[src/hw/rtl/grc_pkg.sv]
`default_nettype none
package grc_pkg;

    localparam int MAP_DIM   = 32;
    localparam int MAX_STEPS = 64;

    localparam int MAP_CELLS = MAP_DIM * MAP_DIM;
    localparam int ADDR_W    = $clog2(MAP_CELLS);
    localparam int PMAP_W    = 5;
    localparam int MAPC_W    = $clog2(MAP_DIM);
    localparam int COORD_W   = ((MAPC_W > PMAP_W) ? MAPC_W : PMAP_W) + $clog2(MAX_STEPS) + 2;
    localparam int STEP_W    = $clog2(MAX_STEPS + 1);

    localparam int CAM_W   = 29;
    localparam int RAY_W   = 32;
    localparam int DELTA_W = 31;
    localparam int SD_W    = 33 + $clog2(MAX_STEPS);
    localparam int DIV_W   = (SD_W > 34) ? SD_W : 34;
    localparam int CNT_W   = $clog2(DIV_W + 1);

    localparam int CFG_IDX_W  = 4;
    localparam int CFG_DATA_W = 21;

    localparam logic [CFG_IDX_W-1:0] REG_PLAYER_X    = 4'd0;
    localparam logic [CFG_IDX_W-1:0] REG_PLAYER_Y    = 4'd1;
    localparam logic [CFG_IDX_W-1:0] REG_DIR_X       = 4'd2;
    localparam logic [CFG_IDX_W-1:0] REG_DIR_Y       = 4'd3;
    localparam logic [CFG_IDX_W-1:0] REG_PLANE_X     = 4'd4;
    localparam logic [CFG_IDX_W-1:0] REG_PLANE_Y     = 4'd5;
    localparam logic [CFG_IDX_W-1:0] REG_VIEW_WIDTH  = 4'd6;
    localparam logic [CFG_IDX_W-1:0] REG_VIEW_HEIGHT = 4'd7;

    localparam logic [DELTA_W-1:0] DELTA_MAX  = 31'h7FFF_FFFF;
    localparam logic [23:0]        RED_WALL   = 24'hAA0000;
    localparam logic [23:0]        GREEN_WALL = 24'h00AA00;
    localparam logic [23:0]        HALF_MASK  = 24'h7F7F7F;
    localparam int                 FRAC_BITS  = 16;

    localparam logic [CNT_W-1:0] CAM_BITS   = CNT_W'(28);
    localparam logic [CNT_W-1:0] DELTA_BITS = CNT_W'(33);
    localparam logic [CNT_W-1:0] LINE_BITS  = CNT_W'(27);

    typedef enum logic [1:0] {
        DIV_CAM,
        DIV_DX,
        DIV_DY,
        DIV_LINE
    } div_sel_t;

    typedef struct packed {
        logic     cast_load;
        logic     cell_write;
        logic     div_start;
        div_sel_t div_sel;
        logic     cam_take;
        logic     rayx_calc;
        logic     rayy_calc;
        logic     dx_take;
        logic     dy_take;
        logic     sidex_init;
        logic     sidey_init;
        logic     walk_step;
        logic     map_exit;
        logic     cell_take;
        logic     dist_calc;
        logic     line_take;
    } ctrl_cmd_t;

    typedef struct packed {
        logic div_done;
        logic out_of_map;
        logic cell_hit;
        logic steps_max;
    } dp_status_t;

endpackage
`default_nettype wire

[src/hw/rtl/grc_ctrl.sv]
`default_nettype none
module grc_ctrl (
    input  wire logic                clk,
    input  wire logic                rst_n,
    input  wire logic                start,
    input  wire logic                req_type,
    input  wire grc_pkg::dp_status_t status,
    output grc_pkg::ctrl_cmd_t       cmd,
    output logic                     busy,
    output logic                     done
);
    import grc_pkg::*;

    typedef enum logic [4:0] {
        S_IDLE,
        S_CAM_GO,
        S_CAM_WAIT,
        S_RAYX,
        S_RAYY,
        S_DX_GO,
        S_DX_WAIT,
        S_DY_GO,
        S_DY_WAIT,
        S_SIDEX,
        S_SIDEY,
        S_STEP,
        S_PROBE,
        S_EVAL,
        S_DIST,
        S_LINE_GO,
        S_LINE_WAIT
    } state_t;

    state_t state_reg;
    state_t state_next;
    logic   done_reg;
    logic   done_next;

    always_comb
    begin
        cmd        = '0;
        cmd.div_sel = DIV_CAM;
        state_next = state_reg;
        done_next  = 1'b0;
        unique case (state_reg)
            S_IDLE:
            begin
                if (start)
                begin
                    if (req_type)
                    begin
                        cmd.cast_load = 1'b1;
                        state_next    = S_CAM_GO;
                    end
                    else
                    begin
                        cmd.cell_write = 1'b1;
                    end
                end
            end
            S_CAM_GO:
            begin
                cmd.div_start = 1'b1;
                cmd.div_sel   = DIV_CAM;
                state_next    = S_CAM_WAIT;
            end
            S_CAM_WAIT:
            begin
                if (status.div_done)
                begin
                    cmd.cam_take = 1'b1;
                    state_next   = S_RAYX;
                end
            end
            S_RAYX:
            begin
                cmd.rayx_calc = 1'b1;
                state_next    = S_RAYY;
            end
            S_RAYY:
            begin
                cmd.rayy_calc = 1'b1;
                state_next    = S_DX_GO;
            end
            S_DX_GO:
            begin
                cmd.div_start = 1'b1;
                cmd.div_sel   = DIV_DX;
                state_next    = S_DX_WAIT;
            end
            S_DX_WAIT:
            begin
                if (status.div_done)
                begin
                    cmd.dx_take = 1'b1;
                    state_next  = S_DY_GO;
                end
            end
            S_DY_GO:
            begin
                cmd.div_start = 1'b1;
                cmd.div_sel   = DIV_DY;
                state_next    = S_DY_WAIT;
            end
            S_DY_WAIT:
            begin
                if (status.div_done)
                begin
                    cmd.dy_take = 1'b1;
                    state_next  = S_SIDEX;
                end
            end
            S_SIDEX:
            begin
                cmd.sidex_init = 1'b1;
                state_next     = S_SIDEY;
            end
            S_SIDEY:
            begin
                cmd.sidey_init = 1'b1;
                state_next     = S_STEP;
            end
            S_STEP:
            begin
                cmd.walk_step = 1'b1;
                state_next    = S_PROBE;
            end
            S_PROBE:
            begin
                if (status.out_of_map)
                begin
                    cmd.map_exit = 1'b1;
                    state_next   = S_DIST;
                end
                else
                begin
                    state_next = S_EVAL;
                end
            end
            S_EVAL:
            begin
                cmd.cell_take = 1'b1;
                if (status.cell_hit || status.steps_max)
                    state_next = S_DIST;
                else
                    state_next = S_STEP;
            end
            S_DIST:
            begin
                cmd.dist_calc = 1'b1;
                state_next    = S_LINE_GO;
            end
            S_LINE_GO:
            begin
                cmd.div_start = 1'b1;
                cmd.div_sel   = DIV_LINE;
                state_next    = S_LINE_WAIT;
            end
            S_LINE_WAIT:
            begin
                if (status.div_done)
                begin
                    cmd.line_take = 1'b1;
                    done_next     = 1'b1;
                    state_next    = S_IDLE;
                end
            end
            default:
            begin
                state_next = S_IDLE;
            end
        endcase
    end

    always_ff @(posedge clk or negedge rst_n)
    begin
        if (!rst_n)
        begin
            state_reg <= S_IDLE;
            done_reg  <= 1'b0;
        end
        else
        begin
            state_reg <= state_next;
            done_reg  <= done_next;
        end
    end

    assign busy = (state_reg != S_IDLE);
    assign done = done_reg;
endmodule
`default_nettype wire

[config.mk]
export PLATFORM = sky130hd
export DESIGN_NAME = grc_ctrl
export DESIGN_NICKNAME = d
export VERILOG_FILES = /design/src/hw/rtl/grc_pkg.sv /design/src/hw/rtl/grc_ctrl.sv
export SDC_FILE = /design/constraint.sdc
export NUM_CORES = 1
export LEC_CHECK = 0
export ABC_CLOCK_PERIOD_IN_PS = 1600
export BUFFER_PORTS_ARGS = -buffer_cell sky130_fd_sc_hd__buf_2
export CELL_PAD_IN_SITES_DETAIL_PLACEMENT = 1
export CELL_PAD_IN_SITES_GLOBAL_PLACEMENT = 1
export CORE_UTILIZATION = 29
export CTS_CLUSTER_SIZE = 20
export DETAILED_ROUTE_END_ITERATION = 12
export GPL_TIMING_DRIVEN = 1
export PLACE_DENSITY = 0.79
export SLEW_MARGIN = 20
export SYNTH_ARGS = -nofsm -noshare
export SYNTH_HDL_FRONTEND = slang
export SYNTH_SLANG_ARGS = --single-unit
[constraint.sdc]
create_clock -name clk -period 1.6 [get_ports clk]
set_clock_uncertainty 0.05 [all_clocks]
set_input_delay 0.16 -clock clk [delete_from_list [all_inputs] [get_ports clk]]
set_output_delay 0.16 -clock clk [all_outputs]
set_load 0.05 [all_outputs]
### Word level (Yosys, flattened, before mapping)

Cells that the tools add are included.

| word-level totals | value |
|---|---|
| flip-flop bits (word level) | 6 |
| input port bits | 8 |
| output and inout port bits | 19 |
| word-level logic and storage cells | 56 |

| cells by class | value |
|---|---|
| equal/unequal tests | 22 |
| mux-type cells | 28 |
| reductions and logical operators | 4 |

Operator list:

| cell | count |
|---|---|
| one-hot mux 5 bit (17 select lines) | 1 |
| == test 5 x 4 -> 1 bit (second input constant) | 8 |
| two-way mux 5 bit | 6 |
| == test 5 x 3 -> 1 bit (second input constant) | 4 |
| two-way mux 1 bit | 16 |
| != test 2 bit (second input constant) | 6 |
| one-hot mux 3 bit (4 select lines) | 1 |
| == test 5 x 2 -> 1 bit (second input constant) | 2 |
| two-way mux 2 bit | 3 |
| AND reduction 6 bit | 1 |
| == test 5 x 1 -> 1 bit (second input constant) | 1 |
| == test 5 bit (second input constant) | 1 |
| logical NOT 5 bit | 1 |
| nonzero test 5 bit | 1 |
| two-way mux 3 bit | 1 |
| logical OR 1 bit | 1 |

### Depth between registers and ports, before layout

Gate-level depths: netlist of run 1.

| depth | value |
|---|---|
| depth after elaboration | 3 |
| mapped depth | 5 |
| depth with buffers taken out | 3 |

### Worst setup path before layout of run 1

OpenSTA, ideal clock, no wires.

| timing path | value |
|---|---|
| path kind | reg2out |
| start point | register state_reg[1] |
| end point | output port cmd[14] (netlist name) |
| data arrival time | 2321 ps |
| data required time | 1390 ps |
| path slack | -931 ps |
| stages on the path, launching flop included | 4 |
| path buffers | 1 |
| path through | dfrtp_1 > buf_4 > nor2b_1 > nor4b_1 |

RTL lines:

| element | RTL line | RTL |
|---|---|---|
| start, declared | grc_ctrl.sv:34 | `state_t state_reg;` |
| start signal, assigned | grc_ctrl.sv:184 | `state_reg <= state_next;` |
| end, declared | grc_ctrl.sv:8 | `output grc_pkg::ctrl_cmd_t cmd,` |

==> results of run 1 <==
layout by cell type (no fill, tap or decap), types with 3 or more instances in the layout:
master | Yosys | routed
dfrtp_2 | 0 | 5
buf_6 | 0 | 18
buf_8 | 0 | 3
and3_1 | 3 | 3
nor3_4 | 1 | 3
buf_2 | 3 | 9
buf_4 | 3 | 13
nor2_2 | 0 | 6
nor2_1 | 11 | 3
clkbuf_4 | 0 | 3
final cells by class:
| class | instances | area (µm²) |
|---|---|---|
| Clock buffer | 3 | 22.5 |
| Fill cell | 172 | 485 |
| Multi-Input combinational cell | 51 | 474 |
| Sequential cell | 6 | 156 |
| Tap cell | 24 | 30.0 |
| Timing Repair Buffer | 45 | 425 |
report_power, final:
part | leakage (nW) | switching [mW] | internal, mW
Clock | 0.0138 | 0.0587 | 0.0852
Combinational | 0.421 | 1.14 | 0.873
Sequential | 0.0690 | 0.140 | 0.226
cell families (layout without fill, tap and decap cells):
logic type	count (synthesis)	in the layout	share of synthesized area (%)
and+or+nand+nor	39	39	44.0
DFF	6	6	29.0
buffers and inverters	7	48	7.97
AOI/OAI and AO/OA	11	11	17.4
xor gates and xnor gates	1	1	1.69
timing repair:
item / CTS / global route
setup buffers: 6 / 3
gates cloned: 0 / 1
endpoints found under the setup margin: 17 / 17
endpoints found under the hold margin: 6 / 0
hold buffers: 1 / 0
gates resized for setup: 35 / 33
pin swaps: 5 / 5
through the flow:
stage	setup slack, ns	setup TNS, ns	std cells
after floorplan	-0.105	-0.190	64
after global placement	0.0903	0	115
after detailed placement	0.0544	0	115
after CTS	-0.0524	-0.186	125
after global routing	-0.175	-1.30	129
final	-0.128	-0.611	129
synth_stat cells:
cell type | number | share of area [%]
nor2b_1 | 4 | 4.8
nand3_1 | 2 | 1.9
nand2b_1 | 2 | 2.4
nor3_1 | 3 | 2.9
nand4_1 | 1 | 1.2
nor2_1 | 11 | 8.0
buf_2 | 3 | 2.9
nor4_1 | 1 | 1.2
nor3b_2 | 1 | 2.4
xor2_1 | 1 | 1.7
and4b_1 | 1 | 1.9
buf_4 | 3 | 4.3
nand3b_1 | 1 | 1.4
and3_1 | 3 | 3.6
o21bai_1 | 1 | 1.4
a211oi_1 | 1 | 1.4
a22o_1 | 1 | 1.7
dfrtp_1 | 6 | 29
nor4b_1 | 1 | 1.7
a21oi_1 | 2 | 1.9
a311oi_1 | 2 | 3.4
and2_1 | 1 | 1.2
a21o_1 | 2 | 2.9
nor3_4 | 1 | 3.1
clkbuf_1 | 1 | 0.72
nor3b_1 | 1 | 1.4
and4_1 | 1 | 1.7
nand2_1 | 4 | 2.9
a31o_1 | 1 | 1.7
a221oi_2 | 1 | 2.9
routing by layer:
layer  up-vias  track usage, %  routed length [µm]  share of wire (%)
li1        312               -                   -                  -
met4         0            9.70                  49                2.0
met3         6            3.27                 104                4.2
met1       331            25.6                 935                 38
met2        29            43.8                1390                 56
met5         -               0                   0                  0
how the worst min path moves through the flow:
| stage | from | end | slack, ns |
|---|---|---|---|
| floorplan | rst_n | done | -0.19 |
| global placement | rst_n | state_reg[3] | -0.06 |
| detailed placement | rst_n | done | -0.06 |
| CTS | status[0] | state_reg[0] | 0.21 |
| global route | rst_n | state_reg[0] | 0.23 |
| finish | rst_n | state_reg[2] | 0.23 |
==> flow_summary.yaml, run 1 <==
clocking:
  cts_tree: "yes"
  root_buffer: "clkbuf_4"
  clock-sinks: 6
  clk_latency_ns: 0.24
  clk_path_buf_depth: 2
  htree_num_levels: 1
  cts_buffers: 3
  cts.clk_slew.worst_paths_ns: 0.05
critical_path:
  worstSetupStartpoint: "state_reg[0]"
  r2r_start: "state_reg[3]"
  path_buf_inv: 1
  timing_worst_setup_path_type: "reg2out"
  cp_slowest_stage_delay_ns: 0.44
  crit_chain: "nor3_4 -> nand2_4 -> nor3b_4 -> buf_6"
  end_kind: "output pin"
  rr_worst_depth: 4
  worst-path-stages: 4
  crit_path_end: "cmd[15]"
  startpoint_type: "flip-flop"
  path_delay_family: "simple AND/OR/NAND/NOR gates"
  cp_slowest_cell: "dfrtp_2"
  r2r_slack_ns: 0.18
  r2r_end: "state_reg[0]"
  arrival_ns: 1.52
  worstPathRequired_ns: 1.39
  cp_max_fo: 4
die:
  die_h_um: 44.3
  start_util_pct: 32.5
  die-area_um2: 1960
  io_pins: 27
  die_x_um: 44.3
  core.rowCount: 14
  core_area_um2: 1590
synth:
  synth_area_um2: 518
  synthCells: 64
  synth_nets: 72
  ys_ff_latch: 6
  synth-seq-area-share_pct: 29.0
  ys_types: 30
  yosys_warnings: 0
  syn_area_per_cell_um2: 8.09
global_route:
  grt_max_degree: 10
  grt_usage_pct: 23.2
  grt_pass1_wl_um: 3260
  antenna_found_initial: 0
  grt_pass1_vias: 687
  grt.overflow.total: 0
placed_design:
  gp_congestion: 0.801
  io_buffers: 26
  dp_hpwl_um: 1380
  placedInstanceArea_um2: 769
power_and_ir_drop:
  p_leak_nw: 0.503
  power_mw: 2.52
  p_per_area_nw_per_um2: 2280
  ir_drop_mv: 1.17
timing:
  setup_viol: 10
  relSlewSlack_pct: 79.9
  setup_ws_ns: -0.128
  finalHoldViolCount: 0
  rsz0062_at_grt: "yes"
  period_needed_ns: 1.73
  period_share_pct: 108
  max_freq_mhz: 579
  hold_ws_ns: 0.226
  tightest_slew_ns: 0.300
  final_max_slew_viol_count: 0
route:
  ant_nets: 0
  drc: 1
  drt-total-wl_um: 2480
  vias_per_cell: 5.26
  wl_per_cell_um: 19.2
  vias: 678
  drt-initial-drc-count: 9
  drtPass1Iterations: 10
min_path:
  worstHoldPathType: "in2async"
finish:
  largest_register_ffs: 5
  n_antenna_cell: 0
  postLayoutCellArea_um2: 1110
  syn_to_final_growth_pct: 114
  fin_util_pct: 69.5
  num-nets-final: 115
  drive_above_1_share_pct: 75.2
outcome:
  status: "complete, but fails checks"
  violations: "DRC, setup timing"
job:
  maxCapViolCount: 0
(Power assumes the default switching activity.)
==> inputs of run 2 (changes only) <==
- PLACE_DENSITY: 0.79 -> default
- PLACE_DENSITY_LB_ADDON: default -> 0.1
==> run 2 against run 1 <==
Net effect: the run still ends with DRC, setup timing left; final cell count fell by 4.7%; critical path depth rose by 1; maximum frequency rose by 2.0%; combinational power fell by 14%; flip-flop and latch count did not move; critical path type unchanged; highest routed layer unchanged; worst hold slack got worse by 0.029 ns.
==> flow_summary.yaml, run 2 (same netlist as run 1, synthesis figures left out) <==
die:
  die_h_um: 44.3
  core_area_um2: 1590
  die-area_um2: 1960
  io_pins: 27
  core.rowCount: 14
  die_x_um: 44.3
  start_util_pct: 32.5
global_route:
  grt_usage_pct: 17.9
  grt.overflow.total: 0
  gr-usage-met1_pct: 21.7
  top_usage_layer: "met2"
  grt_pass1_wl_um: 2610
  grtUsageMet3_pct: 3.67
  antenna_found_initial: 0
  grt_max_degree: 12
  grt_pass1_vias: 586
  met2_usage_pct: 30.9
clocking:
  cts_buffers: 3
  clock-sinks: 6
  clk_latency_ns: 0.24
  htree_num_levels: 1
  cts.clk_slew.worst_paths_ns: 0.05
  cts_tree: "yes"
  clk_path_buf_depth: 2
  root_buffer: "clkbuf_4"
power_and_ir_drop:
  power.switching_mw: 1.19
  switching_share_pct: 53.7
  power_frac_seq_pct: 16.0
  power_frac_clock_pct: 6.2
  p_per_area_nw_per_um2: 2230
  p_leak_nw: 0.452
  power_mw: 2.21
  ir_drop_mv: 1.07
  p_int_mw: 1.02
  combPwrFrac_pct: 77.8
route:
  drtPass1Iterations: 10
  drc: 1
  vias: 612
  vias_per_cell: 4.98
  wl_per_cell_um: 13.9
  ant_nets: 0
  drt-initial-drc-count: 8
  drt-total-wl_um: 1700
timing:
  setup_viol: 6
  setup_ws_ns: -0.0939
  period_share_pct: 106
  max_freq_mhz: 590
  period_needed_ns: 1.69
  tightest_slew_ns: 0.295
  rsz0062_at_grt: "yes"
  final_max_slew_viol_count: 0
  finalHoldViolCount: 0
  relSlewSlack_pct: 80.2
finish:
  fin_cells: 123
  syn_to_final_growth_pct: 91.3
  largest_register_ffs: 5
  final_common_cell: "buf_6"
  fin_util_pct: 62.2
  drive_above_1_share_pct: 67.7
  n_antenna_cell: 0
  num-nets-final: 109
  postLayoutCellArea_um2: 991
  layout_common_cells: "buf_6 (14), buf_2 (11), buf_4 (10)"
critical_path:
  end_kind: "output pin"
  cp_max_fo: 6
  worstPathRequired_ns: 1.39
  arrival_ns: 1.48
  startpoint_type: "flip-flop"
  timing_worst_setup_path_type: "reg2out"
outcome:
  violations: "DRC, setup timing"
  status: "complete, but fails checks"
placed_design:
  gp_congestion: 0.774
  io_buffers: 26
  placedInstanceArea_um2: 785
  dp_hpwl_um: 1230
  dp.cells: 117
job:
  maxCapViolCount: 0
min_path:
  worstHoldPathType: "in2reg"
-- run 2: repair_timing --
item | CTS | global route
gates resized for setup | 25 | 27
hold buffers | 1 | 0
setup endpoints to repair | 17 | 17
buffers inserted | 0 | 2
pin swaps | 3 | 3
endpoints found under the hold margin | 6 | 0
gates cloned | 0 | 0
-- run 2: critical path, cell delays in order (launching register included) --
cell and delay [ns]:
dfrtp_2 0.46, nor3_4 0.31, nand2_4 0.10, buf_4 0.15
nor2_4 0.07, buf_6 0.16
-- run 2: per-layer routing --
metal / wire, µm / vias up
li1: - / 301
met1: 726 / 288
met2: 892 / 21
met3: 73 / 2
met4: 12 / 0
met5: 0 / -
-- run 2: path summary, 6_finish.rpt --
check,depth (start not counted),from,slack [ns],endpoint
hold reg to reg,2,state_reg[4],0.65,state_reg[3]
min in group asynchronous,2,rst_n,0.24,state_reg[3]
setup reg to reg,4,state_reg[3],0.18,state_reg[0]
setup / recovery,5,state_reg[0],-0.09,cmd[16]
hold / removal,4,status[1],0.20,state_reg[0]
max in group asynchronous,2,rst_n,1.10,state_reg[4]
-- run 2: stage by stage --
stage          setup WS [ns]  setup TNS (ns)  hold WS [ns]
3_3_place_gp          0.0832               0       -0.0646
2_1_floorplan         -0.105          -0.190        -0.186
5_1_grt               -0.163          -0.687         0.216
4_1_cts              -0.0979          -0.246         0.197
6_report             -0.0939          -0.346         0.196
3_5_place_dp          0.0441               0       -0.0611
-- run 2: cell type report --
cell class	count	area, µm²
fillers	180	603
multi-input cells	51	447
repair buffers	39	335
flip-flops and latches	6	156
well taps	24	30.0
clock buffers	3	22.5
-- run 2: power by group through the flow --
| stage | clock, mW | combinational, mW | sequential [mW] |
|---|---|---|---|
| 3_3_place_gp | 0 | 1.42 | 0.308 |
| 4_1_cts | 0.143 | 1.51 | 0.326 |
| 3_5_place_dp | 0 | 1.43 | 0.314 |
| 6_report | 0.137 | 1.72 | 0.354 |
| 2_1_floorplan | 0 | 1.14 | 0.269 |
| 5_1_grt | 0.151 | 1.83 | 0.365 |
